**src/lvns_pkg.sv**
```systemverilog
// Shared types, widths and codes of the lattice value-noise sampler.
package lvns_pkg;

	localparam int TABLE_SIZE_DEF      = 512;
	localparam int COORD_FRAC_BITS_DEF = 16;

	localparam int COORD_W   = 17;
	localparam int ROW_W     = 9;
	localparam int VALUE_W   = 16;
	localparam int NOISE_W   = 17;
	localparam int FRAC_W    = 16;
	localparam int OCT_CNT_W = 4;
	localparam int OCT_W     = 3;
	localparam int MAX_OCTAVES = 8;
	localparam int OCT_VAL_W = 48;
	localparam int ACC_W     = 49;

	localparam logic FUNC_WRITE  = 1'b0;
	localparam logic FUNC_SAMPLE = 1'b1;

	// corner order of the four reads: (iu,iv) (iu+1,iv) (iu,iv+1) (iu+1,iv+1)
	typedef enum logic [1:0] {
		CORNER_A = 2'd0,
		CORNER_B = 2'd1,
		CORNER_C = 2'd2,
		CORNER_D = 2'd3
	} corner_t;

	typedef struct packed {
		logic               func;
		logic [COORD_W-1:0] coord_u;
		logic [COORD_W-1:0] coord_v;
		logic [ROW_W-1:0]   entry_row;
		logic [ROW_W-1:0]   entry_col;
		logic [VALUE_W-1:0] entry_value;
	} req_item_t;

	typedef struct packed {
		logic [NOISE_W-1:0] noise_value;
	} rsp_item_t;

	typedef struct packed {
		logic              wr;
		logic [FRAC_W-1:0] du;
		logic [FRAC_W-1:0] dv;
		logic [OCT_W-1:0]  oct;
		corner_t           corner;
		logic              last;
	} beat_ctl_t;

	typedef struct packed {
		logic [VALUE_W-1:0] a;
		logic [VALUE_W-1:0] b;
		logic [VALUE_W-1:0] c;
		logic [VALUE_W-1:0] d;
		logic [FRAC_W-1:0]  du;
		logic [FRAC_W-1:0]  dv;
		logic [OCT_W-1:0]   oct;
		logic               last;
	} lerp_in_t;

	typedef struct packed {
		logic [OCT_VAL_W-1:0] value;
		logic                 first;
		logic                 last;
	} oct_val_t;

endpackage

```
**src/lvns_lerp.sv**
```systemverilog
// Bilinear interpolation pipeline: u-axis lerp, v-axis lerp and octave weighting.
module lvns_lerp import lvns_pkg::*; (
	input  logic     clk,
	input  logic     arst_n,
	input  logic     adv,
	input  logic     valid_s3,
	input  lerp_in_t in_s3,
	output logic     valid_s5,
	output oct_val_t out_s5
);

	logic                 valid_s4;
	logic [31:0]          bot_s4;
	logic [31:0]          top_s4;
	logic [FRAC_W-1:0]    dv_s4;
	logic [OCT_W-1:0]     oct_s4;
	logic                 last_s4;

	logic signed [16:0]   du_sg;
	logic signed [16:0]   diff_ab;
	logic signed [16:0]   diff_cd;
	logic signed [33:0]   bot_n;
	logic signed [33:0]   top_n;
	logic signed [32:0]   diff_tb;
	logic signed [32:0]   dv_sg;
	logic signed [49:0]   val_n;
	logic [OCT_VAL_W-1:0] val_w;

	// a*(1-du) + b*du rewritten as a*2^16 + (b-a)*du: one multiplier per row
	assign du_sg   = $signed({1'b0, in_s3.du});
	assign diff_ab = $signed({1'b0, in_s3.b}) - $signed({1'b0, in_s3.a});
	assign diff_cd = $signed({1'b0, in_s3.d}) - $signed({1'b0, in_s3.c});
	assign bot_n   = $signed({2'b00, in_s3.a, 16'h0}) + diff_ab * du_sg;
	assign top_n   = $signed({2'b00, in_s3.c, 16'h0}) + diff_cd * du_sg;

	assign dv_sg   = $signed({17'h0, dv_s4});
	assign diff_tb = $signed({1'b0, top_s4}) - $signed({1'b0, bot_s4});
	assign val_n   = $signed({2'b00, bot_s4, 16'h0}) + diff_tb * dv_sg;
	assign val_w   = val_n[OCT_VAL_W-1:0];

	always_ff @(posedge clk or negedge arst_n) begin
		if (!arst_n) begin
			valid_s4 <= 1'b0;
			valid_s5 <= 1'b0;
		end else if (adv) begin
			valid_s4 <= valid_s3;
			valid_s5 <= valid_s4;
		end
	end

	always_ff @(posedge clk) begin
		if (adv) begin
			bot_s4       <= bot_n[31:0];
			top_s4       <= top_n[31:0];
			dv_s4        <= in_s3.dv;
			oct_s4       <= in_s3.oct;
			last_s4      <= in_s3.last;
			// weight octave k by 2^-k
			out_s5.value <= val_w >> oct_s4;
			out_s5.first <= (oct_s4 == '0);
			out_s5.last  <= last_s4;
		end
	end

endmodule

```
**config.mk**
```make
export PLATFORM = sky130hd
export DESIGN_NAME = lvns_lerp
export DESIGN_NICKNAME = d
export VERILOG_FILES = /design/src/lvns_pkg.sv /design/src/lvns_lerp.sv
export SDC_FILE = /design/constraint.sdc
export NUM_CORES = 2
export LEC_CHECK = 0
export ABC_CLOCK_PERIOD_IN_PS = 10400
export BUFFER_PORTS_ARGS = -buffer_cell sky130_fd_sc_hd__buf_2
export CAP_MARGIN = 30
export CORE_MARGIN = 3
export CORE_UTILIZATION = 65
export DETAILED_ROUTE_END_ITERATION = 12
export GPL_TIMING_DRIVEN = 0
export HOLD_SLACK_MARGIN = 0.03
export MAX_ROUTING_LAYER = met4
export PLACE_DENSITY = 0.83
export SYNTH_ARGS = -nofsm -noshare
export SYNTH_HDL_FRONTEND = slang
export SYNTH_SLANG_ARGS = --single-unit
```
**constraint.sdc**
```tcl
create_clock -name clk -period 10.4 [get_ports clk]
set_clock_uncertainty 0.1 [all_clocks]
set_input_delay 0 -clock clk [delete_from_list [all_inputs] [get_ports clk]]
set_output_delay 0 -clock clk [all_outputs]
set_load 0.03 [all_outputs]
```
==> results.cfg <==
[run_status]
status = finished clean

[worst_setup_path]
worst_setup_path_end_kind = flop
critPathLaunchType = flop
crit_slowest_cell = fa_1
cpMostUsedCell = fa_1
crit_type = flop to flop
worst_ep_arrival_time_ns = 10.27
worstPathRequired_ns = 10.54
crit_fanout = 10
slowest_delay_ns = 0.59

[yosys]
synth_edf_count = 134
yosys.area_share.simple_pct = 14.56
ys.flop_type = edfxtp_1
synth.area.mux_share_pct = 2.236
synth_cells = 5260
synth_top_family_by_area = adder cells
synth-compound-area-share_pct = 5.235
syn_area_um2 = 49520
yosysSeqAreaShare_pct = 8.226
synth_xor_area_share_pct = 3.411
synthAdderAreaFrac_pct = 54.77
syn_area_per_cell_um2 = 9.415
ys_ff_latch = 136
synth_nets = 6864
yosys_warnings = 0
synthArstFlopShare_pct = 1.471
synth_cell_type_count = 74

[worst_hold_path]
min_path_type = input port to flop

[global_routing]
grt_overflow = 0
grt_first_pass_wirelength_mm = 212.6
grt_max_degree = 70
grt_usage_pct = 36.34
grt_antenna_before_repair = 3
grt_pass1_vias = 39986

[drt]
wl_per_cell_um = 20.74
drcViolationCount = 0
drt.antenna.violating_nets = 0
first_iter_violations = 2922
vias = 36880
drt_first_pass_iters = 6
vias_per_cell = 5.718
wirelength_mm = 133.8

[die]
initial_core_util_pct = 66.08
die_y_um = 282.0
ios = 155
dieWidth_um = 282.0
dieArea_um2 = 79540
coreArea_um2 = 74950
num_rows = 100

[cts]
root_buffer = clkbuf_16
clock_latency_ns = 0.51
cts_buffers = 17
cts.sinks = 136
clk_path_buf_depth = 2
cts_tree = done
clk_pin_slew_worst_paths_ns = 0.08
h-tree-depth = 4

[placed_design]
io_buffers = 149
dp_hpwl_mm = 113.7
gp_congestion = 1.006
post-place-ws_ns = -0.3549

[cells_and_area]
final_util_pct = 70.28
fin_nets = 7069
area_delta_synth_final_pct = 6.354
regArea_um2 = 4074
fillers = 5541
drive_gt1_share_pct = 5.641
multiInputGateArea_um2 = 39940

[sta]
finalMaxSlewViolations = 0
post-route-period-util_pct = 97.43
fmax_mhz = 98.69
setup_viol = 0
fin_ws_ns = 0.2674
finalHoldViolCount = 0
slew_headroom_pct = 30.64
fin_crit_ns = 10.13
worst_slew_pin_slew_ns = 1.033

[job]
drv_cap = 0
-- path summary, 6_finish.rpt --
check	slack [ns]	start	cells after the start	to
max	0.27	bot_s4[2]$_DFFE_PP_	33	out_s5[39]$_DFFE_PP_
min	0.10	in_s3[9]	2	dv_s4[5]$_DFFE_PP_
max reg2reg	0.27	bot_s4[2]$_DFFE_PP_	33	out_s5[39]$_DFFE_PP_
min reg2reg	0.33	last_s4$_DFFE_PP_	0	out_s5[0]$_DFFE_PP_
max in group asynchronous	9.81	arst_n	3	valid_s5$_DFFE_PN0P_
min in group asynchronous	0.27	arst_n	3	valid_s4$_DFFE_PN0P_
-- final cells by class --
type                       instances  share of cell area [%]
inverter                        1331                   9.492
clock inverter                    14                  0.2708
sequential                       136                   7.735
buffer                           194                   1.428
multi-input combinational       3599                   75.83
clock buffer                      18                  0.8148
tap                              969                   2.302
timing repair buffer             186                   2.112
antenna                            3                 0.01425
-- state kept, by name, indices dropped and copies added (netlist names) --
register / flops
top_s4: 32
valid_s5: 1
bot_s4: 32
out_s5: 50
oct_s4: 3
valid_s4: 1
dv_s4: 16
last_s4: 1
-- metal layers --
| metal | wire (um) | global-route usage [%] | vias up |
|---|---|---|---|
| met5 | 0 | - | - |
| met4 | 10290 | 22.12 | 0 |
| met3 | 11560 | 6.867 | 554 |
| met2 | 65020 | 60.10 | 1843 |
| met1 | 46930 | 41.18 | 18458 |
| li1 | - | - | 16025 |
-- repair_timing --
item / in CTS / in global routing
hold buffers: 26 / 0
pin swaps: 0 / 4
resized for setup: 16 / 48
buffers inserted: 3 / 6
endpoints found under the setup margin: 15 / 23
hold endpoints to repair: 93 / 0
-- cells in the final DEF (no fill, tap or decap), types with 29 or more instances in the layout --
master and count:
mux2_2 35, buf_2 151, nand3_1 29, xor2_1 43, nand2_1 540, xnor2_1 131
o21ai_0 61, a21oi_1 116, fa_1 1112, a21o_1 59, ha_1 387, nor2b_1 92
and2_1 540, inv_1 1327, edfxtp_1 134, clkbuf_1 177, nor2_1 96, nand2b_1 37
mux2i_1 48
-- Yosys cell counts (37+ instances only) --
cell      number  area, um^2
clkbuf_1     190       713.2
nand2b_1      37       231.5
inv_1       1328        4985
xor2_1        49       429.2
nor2b_1       92       575.6
a21o_1        59       442.9
and2_1       540        3378
xnor2_1      142        1244
fa_1        1113       22280
nand2_1      541        2031
mux2i_1       48       480.5
nor2_1        96       360.4
ha_1         387        4842
o21ai_0       63       315.3
edfxtp_1     134        4024
a21oi_1      119       595.6
-- metrics by stage --
step | TNS, ns | instance area [um^2] | hold slack [ns] | cells
final | 0 | 52670 | 0.1013 | 6450
after global routing | -0.2161 | 52670 | 0.1084 | 6449
after CTS | 0 | 52440 | 0.07913 | 6441
after detailed placement | -2.537 | 51520 | -0.3115 | 6380
after global placement | -1.224 | 51480 | -0.3151 | 6378
after floorplan | 0 | 49530 | -0.3956 | 5260
-- worst max-delay path, delay by kind of cell, from the launching register on --
| family | cells | cell delay, ns |
|---|---|---|
| and+or+nand+nor | 4 | 0.65 |
| DFF | 1 | 0.38 |
| adders and majority gates | 8 | 3.81 |
| muxes | 3 | 0.86 |
| AOI/OAI and AO/OA | 11 | 3.09 |
| buffers and inverters | 5 | 0.58 |
| xor gates and xnor gates | 2 | 0.41 |
-- cells by family (layout without fill, tap and decap cells) --
group / count (synthesis) / count (layout)
DFF: 136 / 136
xor gates and xnor gates: 192 / 192
adders and majority gates: 1500 / 1500
and+or+nand+nor: 1415 / 1415
muxes: 94 / 94
AOI/OAI and AO/OA: 398 / 398
other: 0 / 3
buffers and inverters: 1525 / 1743
Power is not shown: default switching activity piles up to over one toggle a cycle in this logic, so the estimate is an artifact.
