--- src/lvns_pkg.sv ---
// Shared types, widths and codes of the lattice value-noise sampler.
package lvns_pkg;

	localparam int TABLE_SIZE_DEF      = 512;
	localparam int COORD_FRAC_BITS_DEF = 16;

	localparam int COORD_W   = 17;
	localparam int ROW_W     = 9;
	localparam int VALUE_W   = 16;
	localparam int NOISE_W   = 17;
	localparam int FRAC_W    = 16;
	localparam int OCT_CNT_W = 4;
	localparam int OCT_W     = 3;
	localparam int MAX_OCTAVES = 8;
	localparam int OCT_VAL_W = 48;
	localparam int ACC_W     = 49;

	localparam logic FUNC_WRITE  = 1'b0;
	localparam logic FUNC_SAMPLE = 1'b1;

	// corner order of the four reads: (iu,iv) (iu+1,iv) (iu,iv+1) (iu+1,iv+1)
	typedef enum logic [1:0] {
		CORNER_A = 2'd0,
		CORNER_B = 2'd1,
		CORNER_C = 2'd2,
		CORNER_D = 2'd3
	} corner_t;

	typedef struct packed {
		logic               func;
		logic [COORD_W-1:0] coord_u;
		logic [COORD_W-1:0] coord_v;
		logic [ROW_W-1:0]   entry_row;
		logic [ROW_W-1:0]   entry_col;
		logic [VALUE_W-1:0] entry_value;
	} req_item_t;

	typedef struct packed {
		logic [NOISE_W-1:0] noise_value;
	} rsp_item_t;

	typedef struct packed {
		logic              wr;
		logic [FRAC_W-1:0] du;
		logic [FRAC_W-1:0] dv;
		logic [OCT_W-1:0]  oct;
		corner_t           corner;
		logic              last;
	} beat_ctl_t;

	typedef struct packed {
		logic [VALUE_W-1:0] a;
		logic [VALUE_W-1:0] b;
		logic [VALUE_W-1:0] c;
		logic [VALUE_W-1:0] d;
		logic [FRAC_W-1:0]  du;
		logic [FRAC_W-1:0]  dv;
		logic [OCT_W-1:0]   oct;
		logic               last;
	} lerp_in_t;

	typedef struct packed {
		logic [OCT_VAL_W-1:0] value;
		logic                 first;
		logic                 last;
	} oct_val_t;

endpackage

--- src/lvns_if.sv ---
// Valid/ready channel interfaces for sample requests and noise results.
interface lvns_req_if import lvns_pkg::*; ();
	logic      valid;
	logic      ready;
	req_item_t data;

	modport source (output valid, output data, input ready);
	modport sink   (input valid, input data, output ready);
endinterface


--- src/lvns_seq.sv ---
// Read sequencer: steps octaves and corners, issues one table address per cycle while not stalled.
module lvns_seq import lvns_pkg::*; #(
	parameter int TABLE_SIZE      = TABLE_SIZE_DEF,
	parameter int COORD_FRAC_BITS = COORD_FRAC_BITS_DEF
) (
	input  logic                                      clk,
	input  logic                                      arst_n,
	input  logic                                      adv,
	input  logic [OCT_CNT_W-1:0]                      octave_count,
	lvns_req_if.sink                                  req,
	output logic                                      valid_s1,
	output logic [$clog2(TABLE_SIZE*TABLE_SIZE)-1:0]  addr_s1,
	output logic [VALUE_W-1:0]                        wdata_s1,
	output beat_ctl_t                                 ctl_s1
);

	localparam int IDX_W  = $clog2(TABLE_SIZE);
	localparam int ADDR_W = $clog2(TABLE_SIZE * TABLE_SIZE);
	localparam int XW     = (IDX_W > ROW_W) ? IDX_W : ROW_W;
	localparam int F      = COORD_FRAC_BITS;
	localparam int RW     = (F < COORD_W) ? F : COORD_W;
	localparam int TSW    = $clog2(TABLE_SIZE + 1);
	localparam int PW     = F + TSW;

	logic               busy_q;
	logic               wr_q;
	logic               wr_ok_q;
	logic [ROW_W-1:0]   wrow_q;
	logic [ROW_W-1:0]   wcol_q;
	logic [VALUE_W-1:0] wval_q;
	logic [IDX_W-1:0]   iu_q;
	logic [IDX_W-1:0]   iv_q;
	logic [F-1:0]       fu_q;
	logic [F-1:0]       fv_q;
	logic [OCT_W-1:0]   oct_q;
	logic [OCT_W-1:0]   nlast_q;
	corner_t            corner_q;

	logic               accept;
	logic               issue;
	logic               last_issue;
	logic [PW-1:0]      pu0;
	logic [PW-1:0]      pv0;
	logic [IDX_W-1:0]   ip;
	logic [IDX_W-1:0]   iq;
	logic [IDX_W-1:0]   row_sel;
	logic [IDX_W-1:0]   col_sel;
	logic [XW-1:0]      row_x;
	logic [XW-1:0]      col_x;
	logic [ADDR_W-1:0]  addr_n;
	logic [F+15:0]      fu_ext;
	logic [F+15:0]      fv_ext;
	logic [IDX_W:0]     dbl_u;
	logic [IDX_W:0]     dbl_v;
	logic [IDX_W-1:0]   iu_n;
	logic [IDX_W-1:0]   iv_n;
	logic               row_ok;
	logic               col_ok;

	// zero counts as one octave, anything above the maximum as the maximum
	function automatic logic [OCT_W-1:0] last_octave(input logic [OCT_CNT_W-1:0] n);
		logic [OCT_W-1:0] r;
		if (n == '0) begin
			r = '0;
		end else if (n > OCT_CNT_W'(MAX_OCTAVES)) begin
			r = OCT_W'(MAX_OCTAVES - 1);
		end else begin
			r = OCT_W'(n - OCT_CNT_W'(1));
		end
		return r;
	endfunction

	assign issue      = busy_q && adv;
	assign last_issue = wr_q || (corner_q == CORNER_D && oct_q == nlast_q);
	assign req.ready  = adv && (!busy_q || last_issue);
	assign accept     = req.valid && req.ready;

	// octave zero: integer part is already below TABLE_SIZE once the whole part of
	// the coordinate is dropped
	assign pu0 = PW'(req.data.coord_u[RW-1:0]) * PW'(TABLE_SIZE);
	assign pv0 = PW'(req.data.coord_v[RW-1:0]) * PW'(TABLE_SIZE);

	assign row_ok = 32'(req.data.entry_row) < TABLE_SIZE;
	assign col_ok = 32'(req.data.entry_col) < TABLE_SIZE;

	assign ip = (iu_q == IDX_W'(TABLE_SIZE - 1)) ? '0 : iu_q + IDX_W'(1);
	assign iq = (iv_q == IDX_W'(TABLE_SIZE - 1)) ? '0 : iv_q + IDX_W'(1);

	assign row_sel = (corner_q == CORNER_B || corner_q == CORNER_D) ? ip : iu_q;
	assign col_sel = (corner_q == CORNER_C || corner_q == CORNER_D) ? iq : iv_q;
	assign row_x   = wr_q ? XW'(wrow_q) : XW'(row_sel);
	assign col_x   = wr_q ? XW'(wcol_q) : XW'(col_sel);
	assign addr_n  = ADDR_W'(row_x) * ADDR_W'(TABLE_SIZE) + ADDR_W'(col_x);

	assign fu_ext = {fu_q, 16'h0};
	assign fv_ext = {fv_q, 16'h0};

	// next octave doubles the position: shift the top fraction bit into the index
	assign dbl_u = {iu_q, fu_q[F-1]};
	assign dbl_v = {iv_q, fv_q[F-1]};
	assign iu_n  = (dbl_u >= (IDX_W+1)'(TABLE_SIZE)) ?
		IDX_W'(dbl_u - (IDX_W+1)'(TABLE_SIZE)) : IDX_W'(dbl_u);
	assign iv_n  = (dbl_v >= (IDX_W+1)'(TABLE_SIZE)) ?
		IDX_W'(dbl_v - (IDX_W+1)'(TABLE_SIZE)) : IDX_W'(dbl_v);

	always_ff @(posedge clk or negedge arst_n) begin
		if (!arst_n) begin
			busy_q   <= 1'b0;
			corner_q <= CORNER_A;
			oct_q    <= '0;
		end else if (accept) begin
			busy_q   <= 1'b1;
			corner_q <= CORNER_A;
			oct_q    <= '0;
		end else if (issue) begin
			if (last_issue) begin
				busy_q <= 1'b0;
			end else begin
				corner_q <= corner_t'(2'(corner_q + 2'd1));
				if (corner_q == CORNER_D) begin
					oct_q <= oct_q + OCT_W'(1);
				end
			end
		end
	end

	always_ff @(posedge clk) begin
		if (accept) begin
			wr_q    <= (req.data.func == FUNC_WRITE);
			wr_ok_q <= row_ok && col_ok;
			wrow_q  <= req.data.entry_row;
			wcol_q  <= req.data.entry_col;
			wval_q  <= req.data.entry_value;
			nlast_q <= last_octave(octave_count);
			iu_q    <= IDX_W'(pu0 >> F);
			iv_q    <= IDX_W'(pv0 >> F);
			fu_q    <= pu0[F-1:0];
			fv_q    <= pv0[F-1:0];
		end else if (issue && !last_issue && corner_q == CORNER_D) begin
			iu_q <= iu_n;
			iv_q <= iv_n;
			fu_q <= {fu_q[F-2:0], 1'b0};
			fv_q <= {fv_q[F-2:0], 1'b0};
		end
	end

	always_ff @(posedge clk or negedge arst_n) begin
		if (!arst_n) begin
			valid_s1 <= 1'b0;
		end else if (adv) begin
			// drop writes that fall outside the table
			valid_s1 <= issue && (!wr_q || wr_ok_q);
		end
	end

	always_ff @(posedge clk) begin
		if (adv) begin
			addr_s1       <= addr_n;
			wdata_s1      <= wval_q;
			ctl_s1.wr     <= wr_q;
			ctl_s1.du     <= fu_ext[F+15:F];
			ctl_s1.dv     <= fv_ext[F+15:F];
			ctl_s1.oct    <= oct_q;
			ctl_s1.corner <= corner_q;
			ctl_s1.last   <= (oct_q == nlast_q);
		end
	end

	a_no_accept_mid_item: assert property (@(posedge clk) disable iff (!arst_n)
		busy_q && !last_issue |-> !req.ready)
		else $error("new beat taken while reads of the current item remain");

	a_octave_bound: assert property (@(posedge clk) disable iff (!arst_n)
		busy_q |-> oct_q <= nlast_q)
		else $error("octave index past the last octave");

	a_write_one_cycle: assert property (@(posedge clk) disable iff (!arst_n)
		busy_q && wr_q && adv && !req.valid |=> !busy_q)
		else $error("write item held the sequencer for more than one cycle");

endmodule

--- src/flat_wrapper.sv ---
// flat-port wrapper written by rule: the top's interface ports become plain ports
module lvns_seq_flat import lvns_pkg::*;
#(
	parameter int TABLE_SIZE      = TABLE_SIZE_DEF,
	parameter int COORD_FRAC_BITS = COORD_FRAC_BITS_DEF
)
  (clk, arst_n, adv, octave_count, valid_s1, addr_s1, wdata_s1, ctl_s1, req_valid, req_data, req_ready);
  lvns_req_if req_i ();
  input  logic clk;
  input  logic arst_n;
  input  logic adv;
  input  logic [OCT_CNT_W-1:0] octave_count;
  output logic valid_s1;
  output logic [$clog2(TABLE_SIZE*TABLE_SIZE)-1:0] addr_s1;
  output logic [VALUE_W-1:0] wdata_s1;
  output beat_ctl_t ctl_s1;
  input wire logic [$bits(req_i.valid)-1:0] req_valid;
  input wire logic [$bits(req_i.data)-1:0] req_data;
  output wire logic [$bits(req_i.ready)-1:0] req_ready;
  assign req_i.valid = req_valid;
  assign req_i.data = req_data;
  assign req_ready = req_i.ready;
  lvns_seq #(.TABLE_SIZE(TABLE_SIZE), .COORD_FRAC_BITS(COORD_FRAC_BITS)) u_core (.clk(clk), .arst_n(arst_n), .adv(adv), .octave_count(octave_count), .req(req_i), .valid_s1(valid_s1), .addr_s1(addr_s1), .wdata_s1(wdata_s1), .ctl_s1(ctl_s1));
endmodule
--- config.mk ---
export PLATFORM = sky130hd
export DESIGN_NAME = lvns_seq_flat
export DESIGN_NICKNAME = d
export VERILOG_FILES = /design/src/lvns_pkg.sv /design/src/lvns_if.sv /design/src/lvns_seq.sv /design/src/flat_wrapper.sv
export SDC_FILE = /design/constraint.sdc
export NUM_CORES = 1
export LEC_CHECK = 0
export BUFFER_PORTS_ARGS = -buffer_cell sky130_fd_sc_hd__clkbuf_2
export CORE_MARGIN = 1
export CORE_UTILIZATION = 45
export CTS_CLUSTER_SIZE = 16
export DETAILED_ROUTE_END_ITERATION = 16
export HOLD_SLACK_MARGIN = 0.06
export PLACE_DENSITY = 0.78
export REMOVE_ABC_BUFFERS = 1
export SLEW_MARGIN = 20
export SYNTH_ARGS = -nofsm -noshare
export SYNTH_HDL_FRONTEND = slang
export SYNTH_SLANG_ARGS = --single-unit
--- constraint.sdc ---
create_clock -name clk -period 9.2 [get_ports clk]
set_input_delay 0.92 -clock clk [delete_from_list [all_inputs] [get_ports clk]]
set_output_delay 0.92 -clock clk [all_outputs]
set_load 0.05 [all_outputs]
==> qor.txt, run 1 <==
Setup Fix Bufs, Post-CTS: 0
Deepest clock path buffer count: 2
RSZ-0062 raised after global routing: false
First-pass GRT wire length: 15.9 mm
Yosys warnings: 0
Number of diodes: 0
Rel. slew slack: 47.0%
Crit path required time: 9.36 ns
Post-synth ARST share: 5.30%
Top_reg_cell synth: edfxtp_1
DRT Wirelength: 10.0 mm
Met1 Routed Length: 4.19 mm
H-Tree Depth: 4
Tot Pwr: 1.61 mW
Die Height: 113 um
Worst Tran Pin Value: 0.795 ns
Register Area: 0.00393 mm^2
Cells after Synth: 336
DR WL met2: 4.84 mm
Via count: 3215
CP endpoint: u_core.iv_q[8]
Root Driver: clkbuf_16
Power Density: 233 mW/mm^2
P&R area growth vs syn: 25.1%
Die ar.: 0.0127 mm^2
Setup TNS: 0 ns
# rows: 40
DP Area: 0.00627 mm^2
Final hold vios: 0
Hold WC Path Type: in2async
Tot GR Track Use: 16.8%
Layout cells sized above 1: 40.5%
Reg clk slew, reported paths: 0.06 ns
Crit path from: adv
Finished Cell Area: 0.00692 mm^2
Status: finished, violations left
Initial Util: 46.0%
Final Wtd Congestion: 0.844
IO buf count: 131
Hpwl dp: 6.59 mm
Utilization after layout: 57.6%
First drt pass iteration count: 11
Post-Syn Area per Cell: 16.5 um^2
Via/cell ratio: 5.04
Fin. max-slew vios: 0
Reg-to-Reg Start: u_core.corner_q[0]
Worst R2R End: u_core.iv_q[8]
Top layer in use: met4
Cts hold-fix bufs: 0
Period utilization: 37.7%
R2R depth: 5
DRT antenna net count: 0
WS Path Type: in2reg
Post-CTS sizing: 0
Filler cells: 939
Worst IR Drop VDD: 0.000129 V
Final net count: 565
R2R Setup Slk: 6.14 ns
Period minus WS final: 3.47 ns
Post-synthesis sequential area ratio: 71.0%
Remaining DRCs: 1
Leakage Power: 2.83 nW
First-iteration detailed-routing DRC count: 215
Number of flops mapped to enable cells by yosys: 125
F_max: 289 MHz
IO Pins: 152
Largest net degree at the start of global routing: 64
Mapped Area: 0.00553 mm^2
CTS tree: yes
Die width: 113 um
Critical path peak fanout: 63
Multi-input logic area: 0.00145 mm^2
# clock sinks: 132
Initial antenna violation count: 1
DR WL/cell: 15.7 um
Routed wl met3: 813 um
Clk_skew: 0.00898 ns
Vias in the first global route: 3232
Max cap viols: 0
Final setup violation count: 0
Clk_lat worst skew: 0.41 ns
Arr. time, crit path: 3.62 ns
Failing checks: DRC
Core area: 0.0120 mm^2
Library cells used by synthesis: 47
Total gr overflow: 0
Synthesized flop and latch total: 132
TritonCTS buffer count: 17
Critical path endpoint category: flop
Critical path launch point type: input pin
==> cell usage after synthesis (2+ instances only) <==
library cell / n / area share, %
dfrtp_1: 7 / 3.2
ha_1: 9 / 2.0
nor4b_1: 2 / 0.32
nor3_1: 3 / 0.27
a31oi_1: 3 / 0.34
nand3_1: 2 / 0.18
clkbuf_1: 6 / 0.41
a22o_1: 6 / 0.95
and3_1: 5 / 0.57
nor3b_1: 3 / 0.41
nor2_1: 10 / 0.68
o21ai_0: 16 / 1.4
a22oi_1: 2 / 0.27
nand2b_1: 2 / 0.23
mux2_2: 6 / 1.2
xor2_1: 3 / 0.48
buf_4: 18 / 2.4
xnor2_1: 3 / 0.48
buf_6: 3 / 0.61
edfxtp_1: 125 / 68
mux2i_1: 5 / 0.91
nand4_1: 2 / 0.23
o22ai_1: 3 / 0.34
mux2_4: 25 / 6.8
nand2_1: 18 / 1.2
inv_1: 9 / 0.61
xnor2_2: 2 / 0.59
nor2b_1: 6 / 0.68
a21oi_1: 13 / 1.2
and2_1: 2 / 0.23
==> worst max-delay path: stages <==
cell,delay [ns]
buf_2,0.08
buf_4,0.62
nand2_1,0.38
nor2_8,0.51
buf_4,0.65
mux2_2,0.41
==> metal layers <==
layer,global-route usage [%],vias to the layer above
met5,0,-
met4,8.25,0
met3,7.93,14
met2,27.0,125
met1,18.9,1542
li1,-,1534
==> report_power, final <==
group	switching, mW	internal [mW]
Combinational	0.131	0.0578
Clock	0.233	0.474
Sequential	0.0167	0.698
Total	0.380	1.23
==> state kept, by name, summed over array words and instances (netlist names) <==
| register | count |
|---|---|
| u_core.fu_q | 7 |
| u_core.wval_q | 16 |
| u_core.iv_q | 9 |
| u_core.wcol_q | 9 |
| u_core.fv_q | 7 |
| u_core.ctl_s1 | 21 |
| u_core.nlast_q | 3 |
| u_core.busy_q | 1 |
| u_core.iu_q | 9 |
| u_core.wrow_q | 9 |
| u_core.wdata_s1 | 16 |
| u_core.corner_q | 2 |
| u_core.valid_s1 | 1 |
| u_core.oct_q | 3 |
| u_core.wr_q | 1 |
| u_core.addr_s1 | 18 |
==> through the flow <==
step	hold slack [ns]	setup WS [ns]	std cells
2_1_floorplan	0.400	5.20	325
5_1_grt	0.328	5.51	638
3_5_place_dp	0.405	5.23	606
4_1_cts	0.329	5.68	637
6_report	0.343	5.73	638
3_3_place_gp	0.400	5.27	606
==> cell families (layout without fill, tap and decap cells) <==
group / after synthesis / count (layout) / synth area share (%)
other: 1 / 18 / 0.0678
and+or+nand+nor: 61 / 61 / 6.00
buffers and inverters: 37 / 175 / 4.16
muxes: 36 / 36 / 8.91
AOI/OAI and AO/OA: 52 / 52 / 6.24
xor gates and xnor gates: 8 / 8 / 1.54
DFF: 132 / 132 / 71.0
adders and majority gates: 9 / 9 / 2.04
==> final cells by class <==
type,count,share of cell area [%]
Clock inverter,13,2.73
Inverter,9,0.488
Clock buffer,18,6.20
Sequential cell,132,56.8
Multi-Input combinational cell,184,20.9
Tap cell,147,2.66
Timing Repair Buffer,135,10.2
==> worst min path at each step <==
| stage | end | from | cells past startpoint | slack, ns |
|---|---|---|---|---|
| after CTS | u_core.oct_q[1] | arst_n | 1 | 0.33 |
| after global routing | u_core.oct_q[1] | arst_n | 1 | 0.33 |
| after floorplan | u_core.wdata_s1[0] | u_core.wval_q[0] | 0 | 0.40 |
| after detailed placement | u_core.wdata_s1[9] | u_core.wval_q[9] | 0 | 0.40 |
| final | u_core.oct_q[1] | arst_n | 1 | 0.34 |
| after global placement | u_core.wdata_s1[14] | u_core.wval_q[14] | 0 | 0.40 |
==> cells in the final DEF (no fill, tap or decap), types with 7 or more instances in the layout <==
cell type  instances
nor2_1            10
ha_1               9
a21oi_1           13
mux2_4            25
conb_1            18
nand2_1           18
clkbuf_2         130
o21ai_0           15
edfxtp_1         125
clkbuf_16         17
dfrtp_1            7
inv_1              9
No activity file was read; power rests on OpenSTA's default activity.
==> run 2, diff against run 1 <==
Settings changed: ABC_AREA from default to 1.
Clock period 9.2 ns to 3.3 ns, I/O delays scaled along.
==> qor.txt, run 2 <==
Arr. time, crit path: 2.28 ns
Critical path peak fanout: 53
Clk_lat worst skew: 0.41 ns
Final hold vios: 0
Cells after Synth: 440
Rel. slew slack: 61.5%
DRT antenna net count: 0
Power Density: 613 mW/mm^2
Die width: 112 um
Post-synth top area cell: edfxtp_1
Reg-to-Reg Start: u_core.corner_q[0]
Die ar.: 0.0125 mm^2
Clk_skew: 0.00524 ns
IO Pins: 152
Critical path endpoint category: flop
Critical path launch point type: flop
Via count: 3556
Leakage Power: 3.01 nW
Library cells used by synthesis: 29
Worst IR Drop VDD: 0.000357 V
Mapped Area: 0.00542 mm^2
Die Height: 112 um
Deepest clock path buffer count: 2
Commonest non-fill, non-tap cell in the layout: nand2_1
First-pass GRT wire length: 17.2 mm
Layout cells sized above 1: 28.1%
Post-CTS sizing: 0
Tot GR Track Use: 18.3%
Hold Crit Start: req_data[20]
Regs by FF count: u_core.ctl_s1 (21), u_core.addr_s1 (18)
Remaining DRCs: 11
Final setup violation count: 0
Worst Tran Pin Value: 0.577 ns
Top_reg_cell synth: edfxtp_1
Final Wtd Congestion: 0.833
IO buf count: 131
# rows: 39
Crit path from: u_core.corner_q[0]
P&R area growth vs syn: 22.8%
Reg clk slew, reported paths: 0.05 ns
DR WL/cell: 14.1 um
Initial Util: 46.9%
Commonest cells after routing, fill and taps aside: 149 x nand2_1, 131 x clkbuf_2, 125 x edfxtp_1
First-iteration detailed-routing DRC count: 288
Vias in the first global route: 3639
Hpwl dp: 7.14 mm
Period minus WS final: 2.20 ns
Largest net degree at the start of global routing: 54
Post-synthesis sequential area ratio: 72.5%
Status: finished, violations left
RSZ-0062 raised after global routing: false
Setup TNS: 0 ns
CTS tree: yes
DRT Wirelength: 10.5 mm
Most flops, register: u_core.ctl_s1
Root Driver: clkbuf_16
Failing checks: DRC
Number of diodes: 0
Top cells by area, synth: edfxtp_1 69%, nand2_1 10%, dfrtp_1 3.2%, buf_4 2.9%, inv_1 2.5%
Register Area: 0.00393 mm^2
Fin. max-slew vios: 0
Most frequent cells after synthesis: 149 x nand2_1, 125 x edfxtp_1, 36 x inv_1
Most frequent cell after synthesis: nand2_1
Max cap viols: 0
Placed Instances: 708
Hold WC Path Type: in2reg
Synth top area share: 69.3%
Top Usage Layer GRT: met2
Initial antenna violation count: 0
Finished Layout Cells: 740
Max FFs per register: 21
# clock sinks: 132
Met2 Resource Use GR: 30.0%
H-Tree Depth: 4
First drt pass iteration count: 11
Period utilization: 66.5%
M3 GR Usage: 8.71%
F_max: 456 MHz
Crit path required time: 3.39 ns
Yosys warnings: 0
Post-Syn Area per Cell: 12.3 um^2
Multi-input logic area: 0.00120 mm^2
Filler cells: 948
Via/cell ratio: 4.81
Total gr overflow: 0
Number of flops mapped to enable cells by yosys: 125
Synthesized flop and latch total: 132
Core area: 0.0116 mm^2
WS Path Type: reg2reg
Final net count: 671
TritonCTS buffer count: 17
Met1 usage in global routing: 20.6%
Post-synth ARST share: 5.30%
-- run 2: cell count changes in the layout (fill, tap and decap cells not counted), sizes merged, moves of 6 or more --
cell   change
nand2    +131
inv       +30
mux2      -31
nor2b      -6
nor2      +10
nand3     +13
-- run 2: final cells by class --
cell class                      count  share of cell area [%]
Sequential cell                   132                    59.0
Multi-Input combinational cell    258                    18.0
Timing Repair Buffer              137                    10.8
Clock buffer                       22                    6.68
Tap cell                          143                    2.69
Inverter                           39                    2.20
Clock inverter                      9                   0.602
-- run 2: final timing paths --
check                                      endpoint  slack [ns]  depth (start not counted)
min in group asynchronous           u_core.valid_s1        0.31                          2
worst max register to register     u_core.wcol_q[1]        1.10                          6
worst min register to register  u_core.wdata_s1[10]        0.42                          0
worst max-delay path               u_core.wcol_q[1]        1.10                          6
max in group asynchronous           u_core.oct_q[2]        2.83                          2
worst min-delay path               u_core.wcol_q[4]        0.09                          1
-- run 2: cells by family (layout without fill, tap and decap cells) --
kind of cell             count (synthesis)  after routing  share of synthesized area [%]
AND/OR/NAND/NOR                        193            193                           14.5
buffers and inverters                   67            207                           6.53
flip-flops                             132            132                           72.5
XOR/XNOR                                 5              5                          0.808
AO/OA/AOI/OAI                           33             33                           3.51
adder cells (fa/ha/maj)                  9              9                           2.08
other                                    1             18                         0.0692
-- run 2: routing by layer --
| layer | wire length (um) | up-vias |
|---|---|---|
| met3 | 995 | 14 |
| met1 | 4250 | 1645 |
| met5 | 0 | - |
| li1 | - | 1750 |
| met4 | 160 | 0 |
| met2 | 5060 | 147 |
-- run 2: per-stage QoR --
step	setup WS, ns	hold slack (ns)	util (%)	cell area (um^2)	power (mW)
final	1.10	0.0915	57.5	6650	4.08
after global routing	0.902	0.0661	57.5	6650	4.26
after CTS	1.06	0.0680	57.5	6650	4.13
after detailed placement	1.07	0.177	53.3	6160	2.56
after global placement	1.15	0.171	53.3	6160	2.54
after floorplan	0.635	0.0344	-	5280	2.39
-- run 2: report_power, final --
part           switching, mW  total (mW)  internal [mW]  leakage, nW
Sequential            0.0509        2.01           1.96         1.29
Clock                  0.620        1.55          0.934        0.241
Combinational          0.390       0.516          0.126         1.48
-- run 2: critical path, cell delays in order, from the launching register on --
cell and delay [ns]:
dfrtp_1 0.43, ha_1 0.30, nand4_2 0.16, nand3_2 0.11
nand3_2 0.15, inv_2 0.37, buf_12 0.32
-- run 2: repair_timing --
action	in CTS	in global routing
endpoints found under the hold margin	7	0
hold buffers	1	0
setup buffers	0	0
==> run 3, diff against run 2 <==
Settings changed: ABC_AREA 1 to 0, PLACE_DENSITY 0.78 to 0.81.
Clock period 3.3 ns to 1.9 ns, I/O delays scaled along.
==> qor.txt, run 3 (synthesized netlist as in run 1, its figures left out) <==
First drt pass iteration count: 4
Finished Cell Area: 0.00813 mm^2
DP Area: 0.00658 mm^2
Via/cell ratio: 5.00
# rows: 40
Final net count: 678
IO Pins: 152
Final hold vios: 0
Max FFs per register: 21
Arr. time, crit path: 2.14 ns
Die ar.: 0.0127 mm^2
Final setup margin: -0.0959 ns
Switching power: 1.94 mW
DR WL/cell: 16.7 um
Fin. max-slew vios: 0
First-iteration detailed-routing DRC count: 275
DRT antenna net count: 0
Critical path peak fanout: 8
Deepest clock path buffer count: 2
Die width: 113 um
Commonest non-fill, non-tap cell in the layout: clkbuf_2
Logic pwr share: 16.2%
Final Wtd Congestion: 0.830
Critical path endpoint category: flop
Period minus WS final: 2.00 ns
Crit path required time: 2.05 ns
Die Height: 113 um
Root Driver: clkbuf_16
Largest net degree at the start of global routing: 45
Crit-path cells: ha_2, and3_4, and3_4, and3_4, ha_4, buf_6, o22ai_4, a221oi_2, a21oi_1
Clock power share: 39.1%
Regs by FF count: u_core.ctl_s1 (21), u_core.addr_s1 (18)
H-Tree Depth: 4
Remaining DRCs: 0
Reg clk slew, reported paths: 0.05 ns
Max cap viols: 0
Setup TNS: -2.12 ns
Failing checks: setup timing
Max incr delay on CP: 0.36 ns
Hold WS: 0.0826 ns
F_max: 501 MHz
Filler cells: 854
Total gr overflow: 0
IO buf count: 131
First-pass GRT wire length: 18.8 mm
CP max-delay cell: edfxtp_1
Leakage Power: 3.41 nW
Final setup violation count: 33
WS Path Type: reg2reg
Hold WC Path Type: in2reg
Clk_lat worst skew: 0.41 ns
Layout cells sized above 1: 46.8%
Worst Tran Pin Value: 0.608 ns
# clock sinks: 132
Number of diodes: 0
Worst path most repeated cell: and3_4
Clk_skew: 0.00912 ns
Initial Util: 46.0%
Vias in the first global route: 3867
Hpwl dp: 7.79 mm
Initial antenna violation count: 0
Period utilization: 105%
Rel. slew slack: 59.5%
DRT Wirelength: 12.6 mm
CTS tree: yes
Most flops, register: u_core.ctl_s1
P&R area growth vs syn: 47.0%
Status: finished, violations left
Via count: 3757
Int Pwr: 5.78 mW
Power Density: 949 mW/mm^2
Tot GR Track Use: 19.9%
Worst IR Drop VDD: 0.000671 V
Switching share of power: 25.1%
Core area: 0.0120 mm^2
TritonCTS buffer count: 17
Seq pwr share: 44.7%
RSZ-0062 raised after global routing: true
Commonest cells after routing, fill and taps aside: 129 x clkbuf_2, 125 x edfxtp_1, 48 x dlygate4sd3_1
Critical path launch point type: flop
run 3: worst max-delay path, delay by kind of cell (launching register included):
family / cells / cell delay [ns]
and+or+nand+nor: 3 / 0.54
buffers and inverters: 1 / 0.13
AOI/OAI and AO/OA: 3 / 0.39
adders and majority gates: 2 / 0.31
DFF: 1 / 0.36
run 3: what timing repair did:
item | 4_1_cts | 5_1_grt
endpoints found under the hold margin | 53 | 0
hold buffers | 48 | 0
cloned | 1 | 5
buffers inserted | 15 | 12
resized for setup | 27 | 25
pin swaps | 16 | 12
setup endpoints to repair | 42 | 106
run 3: per-layer routing:
metal | wire [um] | share of wire (%) | global-route usage, % | up-vias
li1 | - | - | - | 1758
met1 | 5010 | 40 | 22.0 | 1832
met2 | 6580 | 52 | 34.6 | 150
met3 | 781 | 6.2 | 6.80 | 17
met4 | 188 | 1.5 | 9.39 | 0
met5 | 0 | 0 | 0 | -
run 3: worst paths after layout:
path                                   from            endpoint  slack [ns]  cells past startpoint
min in group asynchronous            arst_n     u_core.oct_q[2]        0.17                      2
max in group asynchronous            arst_n  u_core.corner_q[0]        1.55                      2
min                            req_data[54]     u_core.fu_q[12]        0.08                      2
max                          u_core.iv_q[0]   u_core.addr_s1[3]        -0.1                      9
max reg2reg                  u_core.iv_q[0]   u_core.addr_s1[3]        -0.1                      9
min reg2reg                u_core.wval_q[3]  u_core.wdata_s1[3]        0.42                      0
run 3: through the flow:
stage          util, %  setup slack (ns)  power [mW]  instances
6_report          67.7           -0.0959        7.72        752
4_1_cts           65.5           -0.0836        7.70        737
5_1_grt           67.7            -0.193        7.99        752
3_5_place_dp      54.8            -0.288        4.52        641
2_1_floorplan        -             -2.10        4.15        325
3_3_place_gp      54.8            -0.216        4.48        641
run 3: layout make-up:
class / instances / area (um^2) / area share (%)
clock buffers: 18 / 429 / 5.28
well taps: 147 / 184 / 2.26
repair buffers: 248 / 1860 / 22.9
multi-input cells: 184 / 1580 / 19.4
clock inverters: 14 / 119 / 1.46
inverters: 9 / 33.8 / 0.415
flip-flops and latches: 132 / 3930 / 48.3
run 3: power by group through the flow:
stage	registers, mW	clock network, mW	logic (mW)
3_5_place_dp	3.51	0	1.01
6_report	3.45	3.02	1.25
2_1_floorplan	3.77	0	0.386
4_1_cts	3.45	3.08	1.17
5_1_grt	3.46	3.20	1.33
3_3_place_gp	3.50	0	0.983
